`src/hdl/tcas_pkg.sv`:
```
// Shared constants, widths and divider interface types for the
// two-channel average scaler. No dependencies.
package tcas_pkg;

   // Averaging window per channel
   localparam int WINDOW_DEPTH = 8;

   // Field widths
   localparam int SAMPLE_W    = 10;
   localparam int SCALED_W    = 13;
   localparam int REQ_TDATA_W = 16;
   localparam int RSP_TDATA_W = 16;

   // Derived widths
   localparam int POS_W     = (WINDOW_DEPTH > 1) ? $clog2(WINDOW_DEPTH) : 1;
   localparam int CNT_W     = $clog2(WINDOW_DEPTH + 1);
   localparam int ADC_MAX   = 1023;
   localparam int TOT_W     = $clog2(WINDOW_DEPTH * ADC_MAX + 1);
   localparam int MEM_DEPTH = 2 ** (POS_W + 1);

   // Scaling constants
   localparam logic [SAMPLE_W-1:0] ADC_FULL    = SAMPLE_W'(ADC_MAX);
   localparam logic [SCALED_W-1:0] TEMP_SCALE  = SCALED_W'(5000);
   localparam logic [SCALED_W-1:0] LIGHT_SCALE = SCALED_W'(100);

   // mean * scale, up to 1023 * 5000
   localparam int PROD_W = $clog2(ADC_MAX * 5000 + 1);

   // Channel codes
   localparam logic CH_TEMP  = 1'b0;
   localparam logic CH_LIGHT = 1'b1;

   // Divider: dividend covers the running total, divisor covers the fill count
   localparam int DIV_W     = TOT_W;
   localparam int DVS_W     = CNT_W;
   localparam int DIV_CNT_W = $clog2(DIV_W + 1);

   typedef struct packed {
      logic             start;
      logic [DIV_W-1:0] dividend;
      logic [DVS_W-1:0] divisor;
   } div_req_type;

   typedef struct packed {
      logic             done;
      logic [DIV_W-1:0] quotient;
   } div_rsp_type;

endpackage

```
`src/hdl/tcas_divider.sv`:
```
// Restoring radix-2 divider, one quotient bit per cycle.
// Depends on tcas_pkg for widths and request/response types.
module tcas_divider (
   input  logic                 clock,
   input  logic                 reset,
   input  tcas_pkg::div_req_type div_req,
   output tcas_pkg::div_rsp_type div_rsp
);

   logic [tcas_pkg::DIV_W-1:0]     quo_ff, quo_in;
   logic [tcas_pkg::DVS_W-1:0]     rem_ff, rem_in;
   logic [tcas_pkg::DVS_W-1:0]     divisor_ff, divisor_in;
   logic [tcas_pkg::DIV_CNT_W-1:0] cnt_ff, cnt_in;
   logic                           done_ff, done_in;
   logic [tcas_pkg::DVS_W:0]       shifted;
   logic [tcas_pkg::DVS_W:0]       diff;

   always_comb begin
      quo_in     = quo_ff;
      rem_in     = rem_ff;
      divisor_in = divisor_ff;
      cnt_in     = cnt_ff;
      done_in    = 1'b0;
      shifted    = {rem_ff, quo_ff[tcas_pkg::DIV_W-1]};
      diff       = shifted - {1'b0, divisor_ff};
      if (div_req.start) begin
         quo_in     = div_req.dividend;
         rem_in     = '0;
         divisor_in = div_req.divisor;
         cnt_in     = tcas_pkg::DIV_CNT_W'(tcas_pkg::DIV_W);
      end else if (cnt_ff != '0) begin
         // no borrow means the trial subtract fits
         if (!diff[tcas_pkg::DVS_W]) begin
            rem_in = diff[tcas_pkg::DVS_W-1:0];
            quo_in = {quo_ff[tcas_pkg::DIV_W-2:0], 1'b1};
         end else begin
            rem_in = shifted[tcas_pkg::DVS_W-1:0];
            quo_in = {quo_ff[tcas_pkg::DIV_W-2:0], 1'b0};
         end
         cnt_in  = cnt_ff - 1'b1;
         done_in = (cnt_ff == tcas_pkg::DIV_CNT_W'(1));
      end
   end

   always_ff @(posedge clock) begin
      if (reset) begin
         cnt_ff  <= '0;
         done_ff <= 1'b0;
      end else begin
         cnt_ff  <= cnt_in;
         done_ff <= done_in;
      end
      quo_ff     <= quo_in;
      rem_ff     <= rem_in;
      divisor_ff <= divisor_in;
   end

   assign div_rsp.done     = done_ff;
   assign div_rsp.quotient = quo_ff;

endmodule

```
`src/hdl/two_channel_average_scaler.sv`:
```
// Two-channel moving average with warm-up, scaled to mV or percent.
// An accepted req beat passes through ST_UPDATE, ST_MEAN and ST_DRAIN to rsp_tvalid.
// One beat at a time: req_tready stays low until ST_DRAIN hands off; the mean pass
// through the shared divider dominates, the /1023 scaling folds in ST_DRAIN.
// Reset: synchronous, active high; clears state, rsp_tvalid, positions, fill flags and totals.
// Sample memory has no reset; an entry's value is only used after it is written.
module two_channel_average_scaler (
   input  logic                             clock,
   input  logic                             reset,
   // request: tdata = raw_sample[9:0], zero pad [15:10]; tuser = cmd
   input  logic                             req_tvalid,
   output logic                             req_tready,
   input  logic [tcas_pkg::REQ_TDATA_W-1:0] req_tdata,
   input  logic                             req_tuser,
   // response: tdata = scaled_value[12:0], zero pad [15:13]; tuser = channel_echo
   output logic                             rsp_tvalid,
   input  logic                             rsp_tready,
   output logic [tcas_pkg::RSP_TDATA_W-1:0] rsp_tdata,
   output logic                             rsp_tuser
);

   typedef enum logic [1:0] {
      ST_IDLE,
      ST_UPDATE,
      ST_MEAN,
      ST_DRAIN
   } state_type;

   state_type state_ff, state_in;

   // latched request
   logic                          cmd_ff, cmd_in;
   logic [tcas_pkg::SAMPLE_W-1:0] sample_ff, sample_in;
   // oldest entry of the ring, read at accept
   logic [tcas_pkg::SAMPLE_W-1:0] rd_ff;

   // per-channel ring state
   logic [tcas_pkg::POS_W-1:0] wpos_ff   [2];
   logic [tcas_pkg::POS_W-1:0] wpos_in   [2];
   logic                       filled_ff [2];
   logic                       filled_in [2];
   logic [tcas_pkg::TOT_W-1:0] total_ff  [2];
   logic [tcas_pkg::TOT_W-1:0] total_in  [2];

   // sample memory, {channel, position}
   logic [tcas_pkg::SAMPLE_W-1:0] mem [tcas_pkg::MEM_DEPTH];

   logic [tcas_pkg::PROD_W-1:0] prod_ff, prod_in;

   logic                             rsp_tvalid_ff, rsp_tvalid_in;
   logic [tcas_pkg::RSP_TDATA_W-1:0] rsp_tdata_ff, rsp_tdata_in;
   logic                             rsp_tuser_ff, rsp_tuser_in;

   tcas_pkg::div_req_type div_req;
   tcas_pkg::div_rsp_type div_rsp;

   // update datapath for the latched channel
   logic                          ch;
   logic [tcas_pkg::SAMPLE_W-1:0] old_sample;
   logic [tcas_pkg::TOT_W-1:0]    tot_new;
   logic [tcas_pkg::POS_W-1:0]    pos_next;
   logic                          fill_new;
   logic [tcas_pkg::CNT_W-1:0]    count;
   logic [tcas_pkg::SCALED_W-1:0] scale;
   logic                          req_fire;

   // constant /1023 on the product
   logic [tcas_pkg::SCALED_W-1:0]                    fold_q0;
   logic [tcas_pkg::SCALED_W-1:0]                    fold_r0;
   logic [tcas_pkg::SCALED_W-tcas_pkg::SAMPLE_W-1:0] fold_q1;
   logic [tcas_pkg::SAMPLE_W:0]                      fold_r1;
   logic [tcas_pkg::SCALED_W-1:0]                    scaled_mean;

   assign req_fire = req_tvalid && req_tready;

   always_comb begin
      ch = cmd_ff;
      // the slot only holds a live sample once the ring has wrapped
      old_sample = filled_ff[ch] ? rd_ff : '0;
      tot_new    = total_ff[ch] - tcas_pkg::TOT_W'(old_sample)
                   + tcas_pkg::TOT_W'(sample_ff);
      pos_next   = (wpos_ff[ch] == tcas_pkg::POS_W'(tcas_pkg::WINDOW_DEPTH - 1))
                   ? '0 : wpos_ff[ch] + 1'b1;
      fill_new   = filled_ff[ch] || (pos_next == '0);
      // never zero: the new sample is already counted
      count      = fill_new ? tcas_pkg::CNT_W'(tcas_pkg::WINDOW_DEPTH)
                            : tcas_pkg::CNT_W'(pos_next);
      scale      = (ch == tcas_pkg::CH_LIGHT) ? tcas_pkg::LIGHT_SCALE
                                              : tcas_pkg::TEMP_SCALE;
      // 1023 = 1024 - 1: x = q0*1023 + (x mod 1024 + q0). Fold the remainder
      // once more; it then stays below 2*1023, so one compare finishes.
      fold_q0     = tcas_pkg::SCALED_W'(prod_ff >> tcas_pkg::SAMPLE_W);
      fold_r0     = tcas_pkg::SCALED_W'(prod_ff[tcas_pkg::SAMPLE_W-1:0]) + fold_q0;
      fold_q1     = fold_r0[tcas_pkg::SCALED_W-1:tcas_pkg::SAMPLE_W];
      fold_r1     = {1'b0, fold_r0[tcas_pkg::SAMPLE_W-1:0]}
                    + (tcas_pkg::SAMPLE_W + 1)'(fold_q1);
      scaled_mean = fold_q0 + tcas_pkg::SCALED_W'(fold_q1)
                    + tcas_pkg::SCALED_W'(fold_r1 >= {1'b0, tcas_pkg::ADC_FULL});
   end

   always_comb begin
      state_in      = state_ff;
      cmd_in        = cmd_ff;
      sample_in     = sample_ff;
      wpos_in       = wpos_ff;
      filled_in     = filled_ff;
      total_in      = total_ff;
      prod_in       = prod_ff;
      rsp_tvalid_in = rsp_tvalid_ff;
      rsp_tdata_in  = rsp_tdata_ff;
      rsp_tuser_in  = rsp_tuser_ff;
      div_req       = '0;

      if (rsp_tvalid_ff && rsp_tready) begin
         rsp_tvalid_in = 1'b0;
      end

      case (state_ff)
         ST_IDLE: begin
            if (req_fire) begin
               cmd_in    = req_tuser;
               sample_in = req_tdata[tcas_pkg::SAMPLE_W-1:0];
               state_in  = ST_UPDATE;
            end
         end
         ST_UPDATE: begin
            total_in[ch]     = tot_new;
            wpos_in[ch]      = pos_next;
            filled_in[ch]    = fill_new;
            div_req.start    = 1'b1;
            div_req.dividend = tot_new;
            div_req.divisor  = count;
            state_in         = ST_MEAN;
         end
         ST_MEAN: begin
            if (div_rsp.done) begin
               // mean never exceeds full scale
               prod_in  = tcas_pkg::PROD_W'(div_rsp.quotient[tcas_pkg::SAMPLE_W-1:0])
                          * tcas_pkg::PROD_W'(scale);
               state_in = ST_DRAIN;
            end
         end
         ST_DRAIN: begin
            // product holds until the output slot frees up
            if (!rsp_tvalid_ff || rsp_tready) begin
               rsp_tvalid_in = 1'b1;
               rsp_tdata_in  = tcas_pkg::RSP_TDATA_W'(scaled_mean);
               rsp_tuser_in  = cmd_ff;
               state_in      = ST_IDLE;
            end
         end
         default: begin
            state_in = ST_IDLE;
         end
      endcase
   end

   always_ff @(posedge clock) begin
      if (reset) begin
         state_ff      <= ST_IDLE;
         rsp_tvalid_ff <= 1'b0;
         wpos_ff       <= '{default: '0};
         filled_ff     <= '{default: 1'b0};
         total_ff      <= '{default: '0};
      end else begin
         state_ff      <= state_in;
         rsp_tvalid_ff <= rsp_tvalid_in;
         wpos_ff       <= wpos_in;
         filled_ff     <= filled_in;
         total_ff      <= total_in;
      end
      cmd_ff       <= cmd_in;
      sample_ff    <= sample_in;
      prod_ff      <= prod_in;
      rsp_tdata_ff <= rsp_tdata_in;
      rsp_tuser_ff <= rsp_tuser_in;
   end

   // sample memory: read the slot about to be overwritten, write during update
   always_ff @(posedge clock) begin
      if (req_fire) begin
         rd_ff <= mem[{req_tuser, wpos_ff[req_tuser]}];
      end
      if (state_ff == ST_UPDATE) begin
         mem[{cmd_ff, wpos_ff[cmd_ff]}] <= sample_ff;
      end
   end

   tcas_divider u_divider (
      .clock   (clock),
      .reset   (reset),
      .div_req (div_req),
      .div_rsp (div_rsp)
   );

   assign req_tready = (state_ff == ST_IDLE);
   assign rsp_tvalid = rsp_tvalid_ff;
   assign rsp_tdata  = rsp_tdata_ff;
   assign rsp_tuser  = rsp_tuser_ff;

endmodule

```
`config.mk`:
```
export PLATFORM = sky130hd
export DESIGN_NAME = two_channel_average_scaler
export DESIGN_NICKNAME = d
export VERILOG_FILES = /design/src/hdl/tcas_pkg.sv /design/src/hdl/tcas_divider.sv /design/src/hdl/two_channel_average_scaler.sv
export SDC_FILE = /design/constraint.sdc
export NUM_CORES = 1
export LEC_CHECK = 0
export BUFFER_PORTS_ARGS = -buffer_cell sky130_fd_sc_hd__buf_4
export CORE_ASPECT_RATIO = 0.75
export CORE_MARGIN = 5
export CORE_UTILIZATION = 24
export CTS_CLUSTER_SIZE = 12
export DETAILED_ROUTE_END_ITERATION = 12
export GPL_TIMING_DRIVEN = 1
export SYNTH_ARGS = -nofsm -noshare
export SYNTH_HDL_FRONTEND = slang
export SYNTH_SLANG_ARGS = --single-unit
export TNS_END_PERCENT = 10
```
`constraint.sdc`:
```
create_clock -name clock -period 7.61 [get_ports clock]
set_clock_uncertainty 0.1 [all_clocks]
set_input_delay 0.3805 -clock clock [delete_from_list [all_inputs] [get_ports clock]]
set_output_delay 0.3805 -clock clock [all_outputs]
set_load 0.01 [all_outputs]
```
---- Word level (Yosys, flattened, before mapping) ----
Memories as Yosys holds them, arrays and structs flattened. A register that Yosys moved wholly into a read port is not among the register bits.
Cells that the tools add are included.
operators by class
  multiplexer cells ....................... 41
  reduce and logical (&&, ||, !) cells .... 17
  magnitude comparators ................... 4
  add/sub/neg operators ................... 9
  multiply operators ...................... 1
  eq/ne operators ......................... 8
  bitwise logic cells ..................... 4
operators with widths
  kind                                                                                    count
  13-bit two-way mux                                                                      7
  26-bit bitwise mux                                                                      1
  3-bit two-way mux                                                                       8
  10-bit by 13-bit multiplier with 23-bit output                                          1
  18-bit two-way mux                                                                      1
  4-bit two-way mux                                                                       4
  10-bit by 13-bit adder with 13-bit output                                               1
  13-bit by 1-bit adder with 13-bit output                                                1
  13-bit by 10-bit adder with 13-bit output                                               1
  13-bit by 3-bit adder with 13-bit output                                                1
  13-bit demux with 1-bit select                                                          1
  13-bit by 10-bit subtractor with 13-bit output                                          1
  10-bit by 3-bit adder with 11-bit output                                                1
  11-bit by 10-bit greater-or-equal comparator with 1-bit output (second input constant)  1
  1-bit two-way mux                                                                       10
  10-bit two-way mux                                                                      1
  2-bit case mux with 4 select lines                                                      1
  6-bit bitwise mux                                                                       1
  2-bit two-way mux                                                                       3
  2-bit AND reduction                                                                     3
  5-bit by 4-bit subtractor with 5-bit output                                             1
  2-bit == test (second input constant)                                                   2
  4-bit by 1-bit == test with 1-bit output (second input constant)                        1
  2-bit greater-or-equal comparator (second input constant)                               2
  22 further kinds                                                                        29
word-level totals
  memory bits (writable) .................. 160
  output and inout port bits .............. 19
  logic and storage cells ................. 105
  bits in registers ....................... 111
  input port bits ......................... 21
  memories ................................ 1
memory list
  memory  words  width  rd ports  clocked after Yosys merged registers in  wr ports  line                              RTL
  mem     16     10     1         1                                        1         two_channel_average_scaler.sv:46  logic [tcas_pkg::SAMPLE_W-1:0] mem [tcas_pkg::MEM_DEPTH];

---- Longest topological paths before layout ----
  word-level depth ........................ 11
  gate-level depth with buffers ........... 24
  gate-level depth less buffers ........... 24

---- Hierarchy ----
A second synthesis with hierarchy kept.
unflattened totals
  cell total of the unflattened synthesis .. 1112
  area, all modules ....................... 14999.4 µm²
by module, submodules not included
  module                      cells each  area an instance (µm²)  instances  seq. area each (µm²)
  two_channel_average_scaler  1007        13729.4                 1          7226.9
  tcas_divider                105         1270.0                  1          690.7

---- Worst setup path before layout ----
No wires, ideal clock.
  path type ............................... register to register
  start point ............................. register cmd_ff, in the netlist ch
  end point ............................... register prod_ff[21] (netlist name) (data pin)
  path slack .............................. 1.848 ns
  arrival ................................. 5.392 ns
  required time ........................... 7.240 ns
  cell stages (with the launch flop) ...... 18
  buffers on the path ..................... 4
  clock period less this slack ............ 5.762 ns
  library setup time ...................... 0.270 ns
  path through ............................ edfxtp_1 buf_2 clkbuf_1 buf_1 nor2b_1 fa_1 inv_1 fa_1 inv_1 fa_1 fa_1 fa_1 ha_1 clkbuf_1 nand4_1 or3_1 a311oi_1 xor2_1
on the way
  word-level cells in the longest chain between the ends .. 2
ends and longest elaborated chain
  what                                            line                               RTL
  start, declared                                 two_channel_average_scaler.sv:32   logic cmd_ff, cmd_in;
  start signal, assigned                          two_channel_average_scaler.sv:172  cmd_ff <= cmd_in;
  13-bit two-way mux                              two_channel_average_scaler.sv:88   scale = (ch == tcas_pkg::CH_LIGHT) ? tcas_pkg::LIGHT_SCALE
  10-bit by 13-bit multiplier with 23-bit output  two_channel_average_scaler.sv:139  * tcas_pkg::PROD_W'(scale);
  end signal, assigned                            two_channel_average_scaler.sv:174  prod_ff <= prod_in;
  end, declared                                   two_channel_average_scaler.sv:48   logic [tcas_pkg::PROD_W-1:0] prod_ff, prod_in;
No other way between the ends.
A chain may end at the register's enable or synchronous reset.

---- Worst setup path in the final report ----
  start point ............................. register cmd_ff, in the netlist ch
  end point ............................... register prod_ff[17] (netlist name) (data pin)
Same word-level chain as after synthesis.

==> impl_results.md <==
- Endpoint class of the critical path: flop
- Ys async rst share: 0
- Vias in the first global route: 9062
- # rows: 79
- Synth Instances: 1133
- Post-route clock period utilization: 0.733
- Setup violators final: 0
- Hold WC Path Type: primary input to flop
- Most frequent cell after synthesis: edfxtp_1
- Slew Viols, Final: 0
- Main area contributors after synthesis: edfxtp_1 47%, ha_1 8.8%, mux4_2 7.5%, fa_1 7.1%, dfxtp_1 6.1%
- Hold path cells: 2
- Top FF cell, synth: edfxtp_1
- Post-CTS Setup Bufs: 0
- I/O pin cnt: 40
- F_max: 0.179 GHz
- Worst-skew pair later-pin latency: 570 ps
- Syn. warnings: 0
- WP data required: 7830 ps
- Vias/cell: 4.35
- Hold WS: 138 ps
- Ant. Diodes: 0
- Largest net degree at the start of global routing: 42
- Crit path launch type: flop
- Share of cells above drive strength 1: 0.127
- Reg2reg path depth: 15
- CTS root buffer: clkbuf_16
- Drt total wl: 29600 microns
- Delay of the slowest critical-path stage: 570 ps
- First-pass GRT wire length: 48900 microns
- Crit path cell chain: buf_4 > nor2b_1 > fa_1 > fa_1 > inv_1 > fa_1 > fa_1 > inv_1 > ha_1 > ha_1 > and4_1 > a221oi_1 > o21ai_0 > o31ai_1 > xnor2_1
- WS Path Type: flop to flop
- Nets: 1365
- CTS-repair resized insts: 0
- GP Congestion: 0.782
- WP buf/inv: 3
- CP max-delay cell: nor2b_1
- Core footprint: 62000 sq um
- Area leader, netlist: edfxtp_1
- Clock Tree Buf Depth: 3
- Top cell type's share of synthesized area: 0.467
- Initial antenna violation count: 0
- DRT Pass-1 Iters: 4
- Die W: 299 microns
- Grt total ovfl: 0
- Die span in y: 226 microns
- EDFF count, synth: 233
- Max H-tree Level: 1
- RSZ-0062 raised after global routing: no
- Initial core utilization: 0.242
- Slew of the pin with the lowest slew margin: 1230 ps
- HPWL Detailed: 21300 microns
- Arr. time, crit path: 5800 ps
- Setup TNS: 0 ps
- Crit path max fanout: 28
- CTS Buf Count: 29
- DRC: 0
- CTS tree: done
- Slew margin rel.: 0.156
- Tmin final: 5580 ps
- CTS Hold Buffers Added: 11
- Crit-path leading delay family: adder cells
- Post-synth top cells: 233 x edfxtp_1, 111 x inv_1, 105 x ha_1
- Synth Cell Area: 15000 sq um
- Synth cell types: 57
- CP dominant cell by count: fa_1
- Overall Global Routing Usage: 0.0880
- Fin. Hold Viols: 0
- Detailed Route Iter0 Violations: 455
- Number of synthesized register bits: 279
- Via Count: 8790
- Area Overhead vs Synth: 14.9%
- Routed WL per cell: 14.7 microns
- Max-cap viol count: 0
- Status: finished clean
- CTS clk-pin slew, worst paths: 60 ps
- Cell count along the critical path: 15
- Detail Route Antenna Nets: 0
- Port Buffer Count: 30
- Syn Area/Cell: 13.2 sq um
- Clock tree sinks: 279
- Die ar.: 67600 sq um
- Post-synthesis sequential area ratio: 0.528
[logic make-up (layout without fill, tap and decap cells)]
group	after synthesis	after routing	share of synthesized area
AOI/OAI and AO/OA	150	150	0.0628
xor gates and xnor gates	51	51	0.0298
adders and majority gates	158	158	0.159
buffers and inverters	155	221	0.0401
DFF	279	279	0.528
muxes	83	83	0.0983
other	2	12	0.000501
and+or+nand+nor	255	255	0.0815
[cell type report]
| class | count | area, sq um |
|---|---|---|
| well taps | 810 | 1010 |
| inverters | 112 | 420 |
| clock inverters | 7 | 58.8 |
| fillers | 6234 | 44800 |
| repair buffers | 55 | 440 |
| clock buffers | 47 | 835 |
| multi-input cells | 709 | 6530 |
| flip-flops and latches | 279 | 7920 |
[placed cells by master, fill, tap and decap left out, types with 3 or more instances in the layout]
cell type | Yosys | routed
edfxtp_1 | 233 | 233
inv_1 | 111 | 111
ha_1 | 105 | 105
nor2_1 | 70 | 70
nand2_1 | 68 | 68
a21oi_1 | 57 | 57
fa_1 | 53 | 53
mux4_2 | 50 | 50
dfxtp_1 | 46 | 46
buf_4 | 3 | 44
xnor2_1 | 35 | 35
clkbuf_16 | 0 | 30
o21ai_0 | 24 | 24
nor2b_1 | 23 | 23
nor3_1 | 22 | 22
nand3_1 | 18 | 18
mux2i_1 | 20 | 18
xor2_1 | 16 | 16
clkbuf_1 | 29 | 15
nand2b_1 | 13 | 13
mux2_2 | 13 | 13
a211oi_1 | 13 | 13
conb_1 | 2 | 12
a21o_1 | 11 | 11
dlygate4sd3_1 | 0 | 11
and2_1 | 9 | 9
nand4_1 | 7 | 7
o31ai_1 | 6 | 6
or2_2 | 5 | 5
o21a_1 | 5 | 5
or4_1 | 5 | 5
o211ai_1 | 4 | 4
a31oi_1 | 4 | 4
and3_1 | 4 | 4
clkinvlp_4 | 0 | 4
o21bai_1 | 3 | 3
and4_1 | 3 | 3
or3_1 | 3 | 3
[state kept, by name, indices dropped and copies added (netlist names), 4 cells and up]
name and count:
mem 160, prod_ff 21, rd_ff 10, rsp_tdata 13, sample_ff 10, total_ff 26
u_divider.cnt_ff 4, u_divider.divisor_ff 4, u_divider.quo_ff 13, u_divider.rem_ff 4, wpos_ff 6
[path summary, 6_finish.rpt]
| check | slack, ps | to | from |
|---|---|---|---|
| min | 140 | wpos_ff[3]$_SDFFE_PP0P_ | reset |
| min reg2reg | 360 | total_ff[4]$_SDFFE_PP0P_ | total_ff[4]$_SDFFE_PP0P_ |
| max reg2reg | 2030 | prod_ff[17]$_DFFE_PP_ | ch$_DFFE_PP_ |
| max | 2030 | prod_ff[17]$_DFFE_PP_ | ch$_DFFE_PP_ |
[per-layer routing]
metal  global-route usage  wire length (microns)  vias to the layer above
met4               0.0150                    440                        0
li1                     -                      -                     4207
met3               0.0148                   1260                       35
met5                    0                      0                        -
met2                0.140                  13100                      146
met1                0.129                  14800                     4402
[per-stage QoR]
stage	setup WS, ps	utilization	instances	instance area (sq um)
3_3_place_gp	1980	0.262	1954	16200
6_report	2030	0.278	2019	17200
4_1_cts	1980	0.278	2019	17200
3_5_place_dp	1970	0.262	1954	16200
5_1_grt	1660	0.278	2019	17200
2_1_floorplan	1850	-	1143	15000
Power is not shown: default switching activity piles up to over one toggle a cycle in this logic, so the estimate is an artifact.
